**src/hdl/cfa_pkg.sv**
```systemverilog
package cfa_pkg;

    // sizing of the cell row
    localparam int NUM_CELLS = 64;
    localparam int CELL_W    = $clog2(NUM_CELLS);
    localparam int CNT_W     = $clog2(NUM_CELLS + 1);

    // fixed field widths
    localparam int FUNC_W     = 1;
    localparam int PID_W      = 8;
    localparam int SIZE_W     = 7;
    localparam int START_W    = 6;
    localparam int POLICY_W   = 2;
    localparam int CIU_W      = 7;
    localparam int CFG_IDX_W  = 1;
    localparam int CFG_DATA_W = 7;

    // common width for comparing run lengths with request sizes
    localparam int CMP_W = (CNT_W > SIZE_W) ? CNT_W : SIZE_W;

    // operation codes
    localparam logic [FUNC_W-1:0] FUNC_ALLOC = 1'b0;
    localparam logic [FUNC_W-1:0] FUNC_FREE  = 1'b1;

    // placement policies (code 3 behaves as first fit)
    localparam logic [POLICY_W-1:0] POL_FIRST = 2'd0;
    localparam logic [POLICY_W-1:0] POL_BEST  = 2'd1;
    localparam logic [POLICY_W-1:0] POL_WORST = 2'd2;

    // configuration register indexes
    localparam logic [CFG_IDX_W-1:0] CFG_FIT_POLICY   = 1'd0;
    localparam logic [CFG_IDX_W-1:0] CFG_CELLS_IN_USE = 1'd1;

    localparam logic [CIU_W-1:0] CIU_RESET = 7'd64;

    typedef struct packed {
        logic [FUNC_W-1:0] func;
        logic [PID_W-1:0]  process_id;
        logic [SIZE_W-1:0] request_size;
    } t_req;

    typedef struct packed {
        logic               success;
        logic [START_W-1:0] start_index;
    } t_rsp;

    // configuration as seen by the sequencer
    typedef struct packed {
        logic [POLICY_W-1:0] policy;
        logic [CNT_W-1:0]    count;
    } t_cfg;

    // one memory entry
    typedef struct packed {
        logic             used;
        logic [PID_W-1:0] owner;
    } t_cell;

    // sequencer to cell memory
    typedef struct packed {
        logic              rd_en;
        logic [CELL_W-1:0] rd_addr;
        logic              wr_en;
        logic [CELL_W-1:0] wr_addr;
        t_cell             wr_data;
    } t_ram_req;

    // cell index masked to the start field width
    function automatic logic [START_W-1:0] to_start(input logic [CELL_W-1:0] idx);
        logic [CELL_W+START_W-1:0] wide;
        wide = {{START_W{1'b0}}, idx};
        return wide[START_W-1:0];
    endfunction

endpackage

```
**src/hdl/cfa_req_if.sv**
```systemverilog
interface cfa_req_if;
    import cfa_pkg::*;

    logic valid;
    logic ready;
    t_req data;

    modport source (output valid, output data, input ready);
    modport sink (input valid, input data, output ready);
endinterface

```
**src/hdl/cfa_rsp_if.sv**
```systemverilog
interface cfa_rsp_if;
    import cfa_pkg::*;

    logic valid;
    logic ready;
    t_rsp data;

    modport source (output valid, output data, input ready);
    modport sink (input valid, input data, output ready);
endinterface

```
**src/hdl/cfa_cell_ram.sv**
```systemverilog
module cfa_cell_ram (
    input  logic              i_clk,
    input  logic              i_rst_n,
    input  cfa_pkg::t_ram_req i_ram,
    output cfa_pkg::t_cell    o_rd_data
);
    import cfa_pkg::*;

    t_cell                mem [NUM_CELLS];
    logic [NUM_CELLS-1:0] r_written;
    t_cell                r_rd_data;
    logic                 r_rd_written;

    // storage array, one write and one read port
    always_ff @(posedge i_clk) begin
        if (i_ram.wr_en) begin
            mem[i_ram.wr_addr] <= i_ram.wr_data;
        end
        if (i_ram.rd_en) begin
            r_rd_data    <= mem[i_ram.rd_addr];
            r_rd_written <= r_written[i_ram.rd_addr];
        end
    end

    // per-entry written flags, cleared by reset
    always_ff @(posedge i_clk) begin
        if (!i_rst_n) begin
            r_written <= '0;
        end else if (i_ram.wr_en) begin
            r_written[i_ram.wr_addr] <= 1'b1;
        end
    end

    // an entry never written reads as a free cell of owner zero
    assign o_rd_data.used  = r_rd_written & r_rd_data.used;
    assign o_rd_data.owner = r_rd_written ? r_rd_data.owner : '0;

endmodule

```
**src/hdl/cfa_ctrl.sv**
```systemverilog
module cfa_ctrl (
    input  logic              i_clk,
    input  logic              i_rst_n,
    cfa_req_if.sink           i_req,
    cfa_rsp_if.source         o_rsp,
    input  cfa_pkg::t_cfg     i_cfg,
    output cfa_pkg::t_ram_req o_ram,
    input  cfa_pkg::t_cell    i_ram
);
    import cfa_pkg::*;

    typedef enum logic [3:0] {
        S_IDLE  = 4'b0001,
        S_SCAN  = 4'b0010,
        S_WRITE = 4'b0100,
        S_DONE  = 4'b1000
    } t_state;

    t_state              r_state, n_state;
    logic [FUNC_W-1:0]   r_func, n_func;
    logic [PID_W-1:0]    r_pid, n_pid;
    logic [SIZE_W-1:0]   r_size, n_size;
    logic [POLICY_W-1:0] r_policy, n_policy;
    logic [CNT_W-1:0]    r_count, n_count;
    logic [CNT_W-1:0]    r_raddr, n_raddr;
    logic                r_pend, n_pend;
    logic [CELL_W-1:0]   r_pidx, n_pidx;
    logic                r_found, n_found;
    logic [CELL_W-1:0]   r_pick_start, n_pick_start;
    logic [CNT_W-1:0]    r_pick_len, n_pick_len;
    logic [CELL_W-1:0]   r_run_start, n_run_start;
    logic [CNT_W-1:0]    r_run_len, n_run_len;
    logic [CELL_W-1:0]   r_waddr, n_waddr;
    logic [SIZE_W-1:0]   r_wleft, n_wleft;
    logic                r_res_succ, n_res_succ;
    logic [START_W-1:0]  r_res_start, n_res_start;
    logic                r_o_vld, n_o_vld;
    t_rsp                r_o_data, n_o_data;

    logic rd_issue;
    logic cell_free;
    logic cell_busy;
    logic scan_end;
    logic run_close;
    logic run_fits;
    logic run_better;
    logic run_take;
    logic final_found;
    logic [CELL_W-1:0] final_start;

    // scan bookkeeping
    assign rd_issue  = (r_raddr < r_count);
    assign cell_free = r_pend && !i_ram.used;
    assign cell_busy = r_pend && i_ram.used;
    assign scan_end  = !r_pend && !rd_issue;

    // run closes at a used cell or at the end of the active row
    assign run_close  = cell_busy || scan_end;
    assign run_fits   = (r_run_len != '0) && (CMP_W'(r_run_len) >= CMP_W'(r_size));
    assign run_better = !r_found
                      || ((r_policy == POL_BEST) && (r_run_len < r_pick_len))
                      || ((r_policy == POL_WORST) && (r_run_len > r_pick_len));
    assign run_take   = run_close && run_fits && run_better;

    assign final_found = r_found || run_take;
    assign final_start = run_take ? r_run_start : r_pick_start;

    assign i_req.ready = (r_state == S_IDLE);
    assign o_rsp.valid = r_o_vld;
    assign o_rsp.data  = r_o_data;

    // sequencer
    always_comb begin
        n_state      = r_state;
        n_func       = r_func;
        n_pid        = r_pid;
        n_size       = r_size;
        n_policy     = r_policy;
        n_count      = r_count;
        n_raddr      = r_raddr;
        n_pend       = r_pend;
        n_pidx       = r_pidx;
        n_found      = r_found;
        n_pick_start = r_pick_start;
        n_pick_len   = r_pick_len;
        n_run_start  = r_run_start;
        n_run_len    = r_run_len;
        n_waddr      = r_waddr;
        n_wleft      = r_wleft;
        n_res_succ   = r_res_succ;
        n_res_start  = r_res_start;
        n_o_vld      = r_o_vld && !o_rsp.ready;
        n_o_data     = r_o_data;

        o_ram.rd_en   = 1'b0;
        o_ram.rd_addr = r_raddr[CELL_W-1:0];
        o_ram.wr_en   = 1'b0;
        o_ram.wr_addr = r_pidx;
        o_ram.wr_data = '0;

        case (r_state)
            S_IDLE: begin
                if (i_req.valid) begin
                    n_func       = i_req.data.func;
                    n_pid        = i_req.data.process_id;
                    n_size       = i_req.data.request_size;
                    n_policy     = i_cfg.policy;
                    n_count      = i_cfg.count;
                    n_raddr      = '0;
                    n_pend       = 1'b0;
                    n_found      = 1'b0;
                    n_pick_start = '0;
                    n_pick_len   = '0;
                    n_run_start  = '0;
                    n_run_len    = '0;
                    n_state      = S_SCAN;
                end
            end
            S_SCAN: begin
                // issue one read a cycle, data comes back in the next cycle
                o_ram.rd_en = rd_issue;
                if (rd_issue) begin
                    n_raddr = r_raddr + CNT_W'(1);
                end
                n_pend = rd_issue;
                n_pidx = r_raddr[CELL_W-1:0];

                if (r_func == FUNC_FREE) begin
                    // release cells of this owner as they stream by
                    if (cell_busy && (i_ram.owner == r_pid)) begin
                        o_ram.wr_en   = 1'b1;
                        o_ram.wr_addr = r_pidx;
                        o_ram.wr_data = '0;
                    end
                    if (scan_end) begin
                        n_res_succ  = 1'b1;
                        n_res_start = '0;
                        n_state     = S_DONE;
                    end
                end else begin
                    // run tracking and pick update
                    if (run_take) begin
                        n_found      = 1'b1;
                        n_pick_start = r_run_start;
                        n_pick_len   = r_run_len;
                    end
                    if (cell_free) begin
                        if (r_run_len == '0) begin
                            n_run_start = r_pidx;
                        end
                        n_run_len = r_run_len + CNT_W'(1);
                    end
                    if (run_close) begin
                        n_run_len = '0;
                    end
                    if (scan_end) begin
                        if (!final_found) begin
                            n_res_succ  = 1'b0;
                            n_res_start = '0;
                            n_state     = S_DONE;
                        end else begin
                            n_res_succ  = 1'b1;
                            n_res_start = to_start(final_start);
                            n_waddr     = final_start;
                            n_wleft     = r_size;
                            n_state     = (r_size == '0) ? S_DONE : S_WRITE;
                        end
                    end
                end
            end
            S_WRITE: begin
                // claim the chosen cells one a cycle
                o_ram.wr_en         = 1'b1;
                o_ram.wr_addr       = r_waddr;
                o_ram.wr_data.used  = 1'b1;
                o_ram.wr_data.owner = r_pid;
                n_waddr             = r_waddr + CELL_W'(1);
                n_wleft             = r_wleft - SIZE_W'(1);
                if (r_wleft == SIZE_W'(1)) begin
                    n_state = S_DONE;
                end
            end
            S_DONE: begin
                // hand the result to the output register once it is free
                if (!r_o_vld || o_rsp.ready) begin
                    n_o_vld              = 1'b1;
                    n_o_data.success     = r_res_succ;
                    n_o_data.start_index = r_res_start;
                    n_state              = S_IDLE;
                end
            end
            default: begin
                n_state = S_IDLE;
            end
        endcase
    end

    // control registers
    always_ff @(posedge i_clk) begin
        if (!i_rst_n) begin
            r_state <= S_IDLE;
            r_o_vld <= 1'b0;
        end else begin
            r_state <= n_state;
            r_o_vld <= n_o_vld;
        end
    end

    // working registers
    always_ff @(posedge i_clk) begin
        r_func       <= n_func;
        r_pid        <= n_pid;
        r_size       <= n_size;
        r_policy     <= n_policy;
        r_count      <= n_count;
        r_raddr      <= n_raddr;
        r_pend       <= n_pend;
        r_pidx       <= n_pidx;
        r_found      <= n_found;
        r_pick_start <= n_pick_start;
        r_pick_len   <= n_pick_len;
        r_run_start  <= n_run_start;
        r_run_len    <= n_run_len;
        r_waddr      <= n_waddr;
        r_wleft      <= n_wleft;
        r_res_succ   <= n_res_succ;
        r_res_start  <= n_res_start;
        r_o_data     <= n_o_data;
    end

endmodule

```
**src/hdl/contiguous_fit_allocator.sv**
```systemverilog
// Contiguous fit allocator: a row of cells kept in a single-port-read,
// single-port-write memory, each cell free or owned by an 8-bit id, all
// free after reset. An allocate item streams the active cells out of the
// memory one per cycle to find free runs, picks one by the fit policy
// (first, best or worst fit, ties to the lowest start), then writes the
// owner into the requested cells one per cycle; a free item streams the
// same cells and clears those of the given owner as they pass. One item
// is worked on at a time: after accept the active cells (cells_in_use
// limited to the depth) are streamed, an allocate that places cells
// then writes them, and the result is handed on before the block
// returns to idle and takes the next item. The result sits in an output
// register, so the next item is taken while it waits. Configuration is
// written through the plain write port while idle; the user must keep
// to this, as the block itself does not enforce it.
module contiguous_fit_allocator (
    input  logic                               i_clk,
    input  logic                               i_rst_n,
    cfa_req_if.sink                            i_req,
    cfa_rsp_if.source                          o_rsp,
    input  logic                               i_cfg_we,
    input  logic [cfa_pkg::CFG_IDX_W-1:0]      i_cfg_idx,
    input  logic [cfa_pkg::CFG_DATA_W-1:0]     i_cfg_data
);
    import cfa_pkg::*;

    logic [POLICY_W-1:0] r_fit_policy;
    logic [CIU_W-1:0]    r_cells_in_use;
    t_cfg                cfg;
    t_ram_req            ram_req;
    t_cell               ram_rd;

    // configuration registers
    always_ff @(posedge i_clk) begin
        if (!i_rst_n) begin
            r_fit_policy   <= POL_FIRST;
            r_cells_in_use <= CIU_RESET;
        end else if (i_cfg_we) begin
            case (i_cfg_idx)
                CFG_FIT_POLICY:   r_fit_policy   <= i_cfg_data[POLICY_W-1:0];
                CFG_CELLS_IN_USE: r_cells_in_use <= i_cfg_data[CIU_W-1:0];
                default: begin
                end
            endcase
        end
    end

    // active cell count limited to the built depth
    always_comb begin
        cfg.policy = r_fit_policy;
        if (32'(r_cells_in_use) >= NUM_CELLS) begin
            cfg.count = CNT_W'(NUM_CELLS);
        end else begin
            cfg.count = CNT_W'(r_cells_in_use);
        end
    end

    cfa_ctrl u_ctrl (
        .i_clk   (i_clk),
        .i_rst_n (i_rst_n),
        .i_req   (i_req),
        .o_rsp   (o_rsp),
        .i_cfg   (cfg),
        .o_ram   (ram_req),
        .i_ram   (ram_rd)
    );

    cfa_cell_ram u_ram (
        .i_clk     (i_clk),
        .i_rst_n   (i_rst_n),
        .i_ram     (ram_req),
        .o_rd_data (ram_rd)
    );

endmodule

```
**src/flat_wrapper.sv**
```systemverilog
// flat-port wrapper written by rule: the top's interface ports become plain ports
module contiguous_fit_allocator_flat import cfa_pkg::*;
  (i_clk, i_rst_n, i_cfg_we, i_cfg_idx, i_cfg_data, i_req_valid, i_req_data, i_req_ready, o_rsp_valid, o_rsp_data, o_rsp_ready);
  cfa_req_if i_req_i ();
  cfa_rsp_if o_rsp_i ();
  input  logic i_clk;
  input  logic i_rst_n;
  input  logic i_cfg_we;
  input  logic [cfa_pkg::CFG_IDX_W-1:0] i_cfg_idx;
  input  logic [cfa_pkg::CFG_DATA_W-1:0] i_cfg_data;
  input wire logic [$bits(i_req_i.valid)-1:0] i_req_valid;
  input wire logic [$bits(i_req_i.data)-1:0] i_req_data;
  output wire logic [$bits(i_req_i.ready)-1:0] i_req_ready;
  output wire logic [$bits(o_rsp_i.valid)-1:0] o_rsp_valid;
  output wire logic [$bits(o_rsp_i.data)-1:0] o_rsp_data;
  input wire logic [$bits(o_rsp_i.ready)-1:0] o_rsp_ready;
  assign i_req_i.valid = i_req_valid;
  assign i_req_i.data = i_req_data;
  assign i_req_ready = i_req_i.ready;
  assign o_rsp_valid = o_rsp_i.valid;
  assign o_rsp_data = o_rsp_i.data;
  assign o_rsp_i.ready = o_rsp_ready;
  contiguous_fit_allocator u_core (.i_clk(i_clk), .i_rst_n(i_rst_n), .i_req(i_req_i), .o_rsp(o_rsp_i), .i_cfg_we(i_cfg_we), .i_cfg_idx(i_cfg_idx), .i_cfg_data(i_cfg_data));
endmodule
```
**config.mk**
```make
export PLATFORM = sky130hd
export DESIGN_NAME = contiguous_fit_allocator_flat
export DESIGN_NICKNAME = d
export VERILOG_FILES = /design/src/hdl/cfa_pkg.sv /design/src/hdl/cfa_req_if.sv /design/src/hdl/cfa_rsp_if.sv /design/src/hdl/cfa_cell_ram.sv /design/src/hdl/cfa_ctrl.sv /design/src/hdl/contiguous_fit_allocator.sv /design/src/flat_wrapper.sv
export SDC_FILE = /design/constraint.sdc
export NUM_CORES = 1
export LEC_CHECK = 0
export BUFFER_PORTS_ARGS = -buffer_cell sky130_fd_sc_hd__clkbuf_2
export CORE_ASPECT_RATIO = 1.2
export CORE_MARGIN = 8
export CORE_UTILIZATION = 54
export DETAILED_ROUTE_END_ITERATION = 12
export PLACE_DENSITY = 0.73
export SKIP_CTS_REPAIR_TIMING = 1
export SYNTH_ARGS = -nofsm -noshare
export SYNTH_HDL_FRONTEND = slang
export SYNTH_SLANG_ARGS = --single-unit
```
**constraint.sdc**
```tcl
create_clock -name i_clk -period 3.8 [get_ports i_clk]
set_input_delay 0.76 -clock i_clk [delete_from_list [all_inputs] [get_ports i_clk]]
set_output_delay 0.76 -clock i_clk [all_outputs]
set_load 0.02 [all_outputs]
```
==> run_results.csv <==
group,metric,value,unit
critical_path,slowest_stage,"nor3_1",
critical_path,r2r_cells,7,
critical_path,path_delay_family,"simple AND/OR/NAND/NOR gates",
synth,synth.avg_cell_area,18.4,µm²
sta,slew_headroom,18.7,%
synth,ys_seq_area_share,72.4,%
sta,clock_skew,24.0,ps
critical_path,arrival,3620,ps
sta,drv_slew,0,
min_path,whs_path_depth,1,
synth,synth-compound-area-share,3.59,%
power,p_total,17.0,mW
run_status,status,"complete, no violations",
power,power_leakage,9.73,nW
grt,grt_max_degree,165,
sta,rsz0062_at_grt,"no",
critical_path,rrSetupSlack,500,ps
drt,wl_per_cell,26.8,µm
sta,fmax,0.303,GHz
clock_network,cts_buffers,75,
synth,ys_types,62,
sta,setup_viol,0,
floorplan,die_x,232,µm
min_path,hp-start,"i_req_data[5]",
sta,min_period,3300,ps
drt,viasPerCell,6.26,
sta,hold_viol_final,0,
synth,synth_fa_ha_area_share,1.07,%
min_path,holdCritPathClass,"input port to flop",
drt,wl,68.9,mm
layout,antennaDiodeCount,0,
drt,num_vias,16100,
synth,synth_cells,1649,
grt,grt_pass1_vias,16400,
synth,syn-num-nets,1704,
min_path,min_to,"u_core.u_ctrl.r_size[5]",
critical_path,reg2reg_from,"u_core.u_ctrl.r_state[3]",
critical_path,end_kind,"flop",
layout,areaGrowthSynthToFinish,13.2,%
clock_network,clkLatencyLatePin,620,ps
floorplan,core_area,55700,µm²
sta,worst_pin_slew,1220,ps
floorplan,dieArea,64000,µm²
layout,nets,1833,
grt,antenna_found_initial,0,
layout,drive_gt1_share,26.1,%
grt,track_usage,21.9,%
floorplan,io_pins,38,
drt,first_pass_iters,6,
layout,fillers,3794,
place,dp_hpwl,42.8,mm
drt,drc,0,
clock_network,cts_tree,"done",
synth,ys_warn_count,0,
critical_path,max_stage_delay,670,ps
floorplan,die_y,275,µm
synth,synth_top_family_by_area,"multiplexers",
clock_network,clkSinkCount,757,
critical_path,path_class,"flop to flop",
synth,synth-async-reset-ratio,0,%
place,port_buffers,37,
synth,synth_ff_type,"edfxtp_1",
floorplan,rows,95,
critical_path,critPathMaxFanout,35,
critical_path,cp-start-kind,"flop",
floorplan,start_util,54.4,%
critical_path,r2r_end,"u_core.u_ram.mem[50][2]",
clock_network,ctsLongestPathBuffers,3,
synth,synth_edf_count,679,
critical_path,cp.required,4120,ps
synth,ys_ff_latch,757,
sta,fin_tns_setup,0,ps
critical_path,critPathBufInv,2,
synth,synth_simple_gate_area_share,5.24,%
power,vdd_drop_max,370,µV
synth,syn_area,30300,µm²
place,gp_congestion,0.862,
grt,gr-total-overflow,0,
grt,grt_pass1_wl,104,mm
critical_path,cp_cell_sequence,"or4b_1 > buf_4 > nand2_1 > and2_4 > nand2_1 > nor3_1 > buf_4",
sta,period_share,86.9,%
clock_network,cts-root-buf,"clkbuf_16",
synth,synth_xor_area_share,0.694,%
clock_network,path_clk_slew,60,ps
power,p_per_area,496,nW/µm²
clock_network,htreeDepth,3,
drt,drtAntennaViolNets,0,
synth,synthMuxAreaShare,15.0,%
drt,drt_iter0_drc,1830,
job,cap_violations,0,
==> worst max path at each step <==
| stage | to | startpoint | cells past startpoint | slack (ps) |
|---|---|---|---|---|
| after floorplan | u_core.u_ram.mem[0][0] | u_core.u_ctrl.r_state[3] | 6 | 70 |
| after CTS | u_core.u_ram.mem[50][7] | u_core.u_ctrl.r_state[3] | 7 | 550 |
| after detailed placement | u_core.u_ram.mem[50][2] | u_core.u_ctrl.r_state[3] | 7 | 570 |
| after global routing | u_core.u_ram.mem[45][7] | u_core.u_ctrl.r_state[3] | 8 | 430 |
| after global placement | u_core.u_ram.mem[50][2] | u_core.u_ctrl.r_state[3] | 7 | 610 |
| final | u_core.u_ram.mem[50][2] | u_core.u_ctrl.r_state[3] | 7 | 500 |
==> Yosys cell counts, types with 7 or more instances <==
library cell	count	share of area, %
o31ai_1	33	0.82
nor2_1	68	0.84
a21oi_1	28	0.46
buf_2	25	0.41
edfxtp_1	679	67
o21ai_0	52	0.86
mux4_2	200	15
buf_6	9	0.33
buf_1	11	0.14
a31oi_1	11	0.23
a22oi_1	22	0.55
nor2b_1	13	0.27
nand3_1	29	0.48
inv_1	32	0.40
xor2_1	12	0.35
ha_1	26	1.1
nand2_1	125	1.5
xnor2_1	12	0.35
and2_1	22	0.45
nor3_1	39	0.64
dfxtp_1	78	5.2
clkbuf_1	47	0.58
nand2b_1	7	0.14
==> final cells by class <==
class / instances / area (µm²) / area share (%)
Inverter: 35 / 133 / 0.387
Tap cell: 727 / 910 / 2.65
Multi-Input combinational cell: 762 / 7770 / 22.7
Sequential cell: 757 / 22000 / 64.0
Timing Repair Buffer: 147 / 1090 / 3.17
Clock buffer: 97 / 2070 / 6.05
Clock inverter: 41 / 364 / 1.06
==> flip-flops by register name, summed over array words and instances (netlist names), 4 cells and up <==
name and flops:
u_core.u_ctrl.r_run_len 7, u_core.u_ctrl.r_count 7, u_core.u_ctrl.r_size 7, u_core.u_ctrl.r_state 4, u_core.u_ctrl.o_rsp.data 7, u_core.r_cells_in_use 7
u_core.u_ctrl.r_pidx 6, u_core.u_ctrl.r_run_start 6, u_core.u_ctrl.r_pid 8, u_core.u_ctrl.r_pick_len 7, u_core.u_ctrl.r_res_start 6, u_core.u_ctrl.r_raddr 7
u_core.u_ram.r_rd_data 9, u_core.u_ctrl.r_pick_start 6, u_core.u_ram.r_written 64, u_core.u_ram.mem 576, u_core.u_ctrl.r_waddr 6, u_core.u_ctrl.r_wleft 7
==> cell families after synthesis <==
group	Yosys count
adder cells (fa/ha/maj)	26
AND/OR/NAND/NOR	336
multiplexers	204
XOR/XNOR	24
buffers and inverters	130
AO/OA/AOI/OAI	172
flip-flops	757
==> metal layers <==
metal	wire length [µm]	track usage, %	vias up
met5	0	0	-
met4	2590	9.27	0
met3	5510	4.03	159
met2	35300	37.3	750
li1	-	-	6872
met1	25400	27.3	8290
==> cell usage in the layout (no fill, tap or decap), drive strengths merged, types with 3 or more instances in the layout <==
master  Yosys  routed
a21o        5       5
a21oi      28      28
a22oi      22      22
a31oi      11      11
and2       23      23
and3        3       3
buf        46     110
bufinv      0       5
clkbuf     49     134
clkinv      2      33
dfxtp      78      78
edfxtp    679     679
ha         26      26
inv        33      37
mux2i       3       3
mux4      200     200
nand2     125     125
nand2b      7       7
nand3      29      29
nand3b      5       5
nor2       69      69
nor2b      13      13
nor3       40      40
nor3b       4       4
nor4        5       5
o21ai      57      57
o21bai      3       3
o31ai      33      33
or4b        3       3
xnor2      12      12
xor2       12      12
==> per-stage QoR <==
| stage | instance area (µm²) | hold slack (ps) | setup slack, ps | cells | utilization [%] |
|---|---|---|---|---|---|
| 2_1_floorplan | 30300 | 400 | 67.7 | 1649 | - |
| 3_3_place_gp | 31900 | 411 | 611 | 2428 | 57.1 |
| 3_5_place_dp | 31900 | 413 | 568 | 2428 | 57.1 |
| 4_1_cts | 34300 | 288 | 552 | 2566 | 61.5 |
| 5_1_grt | 34300 | 306 | 431 | 2566 | 61.5 |
| 6_report | 34300 | 316 | 498 | 2566 | 61.5 |
==> report_power, final <==
| part | internal [mW] | total, mW | switching, mW |
|---|---|---|---|
| Clock | 4.22 | 7.31 | 3.09 |
| Sequential | 9.02 | 9.07 | 0.0476 |
| Combinational | 0.245 | 0.629 | 0.384 |
Power figures use the tool's default switching activity.
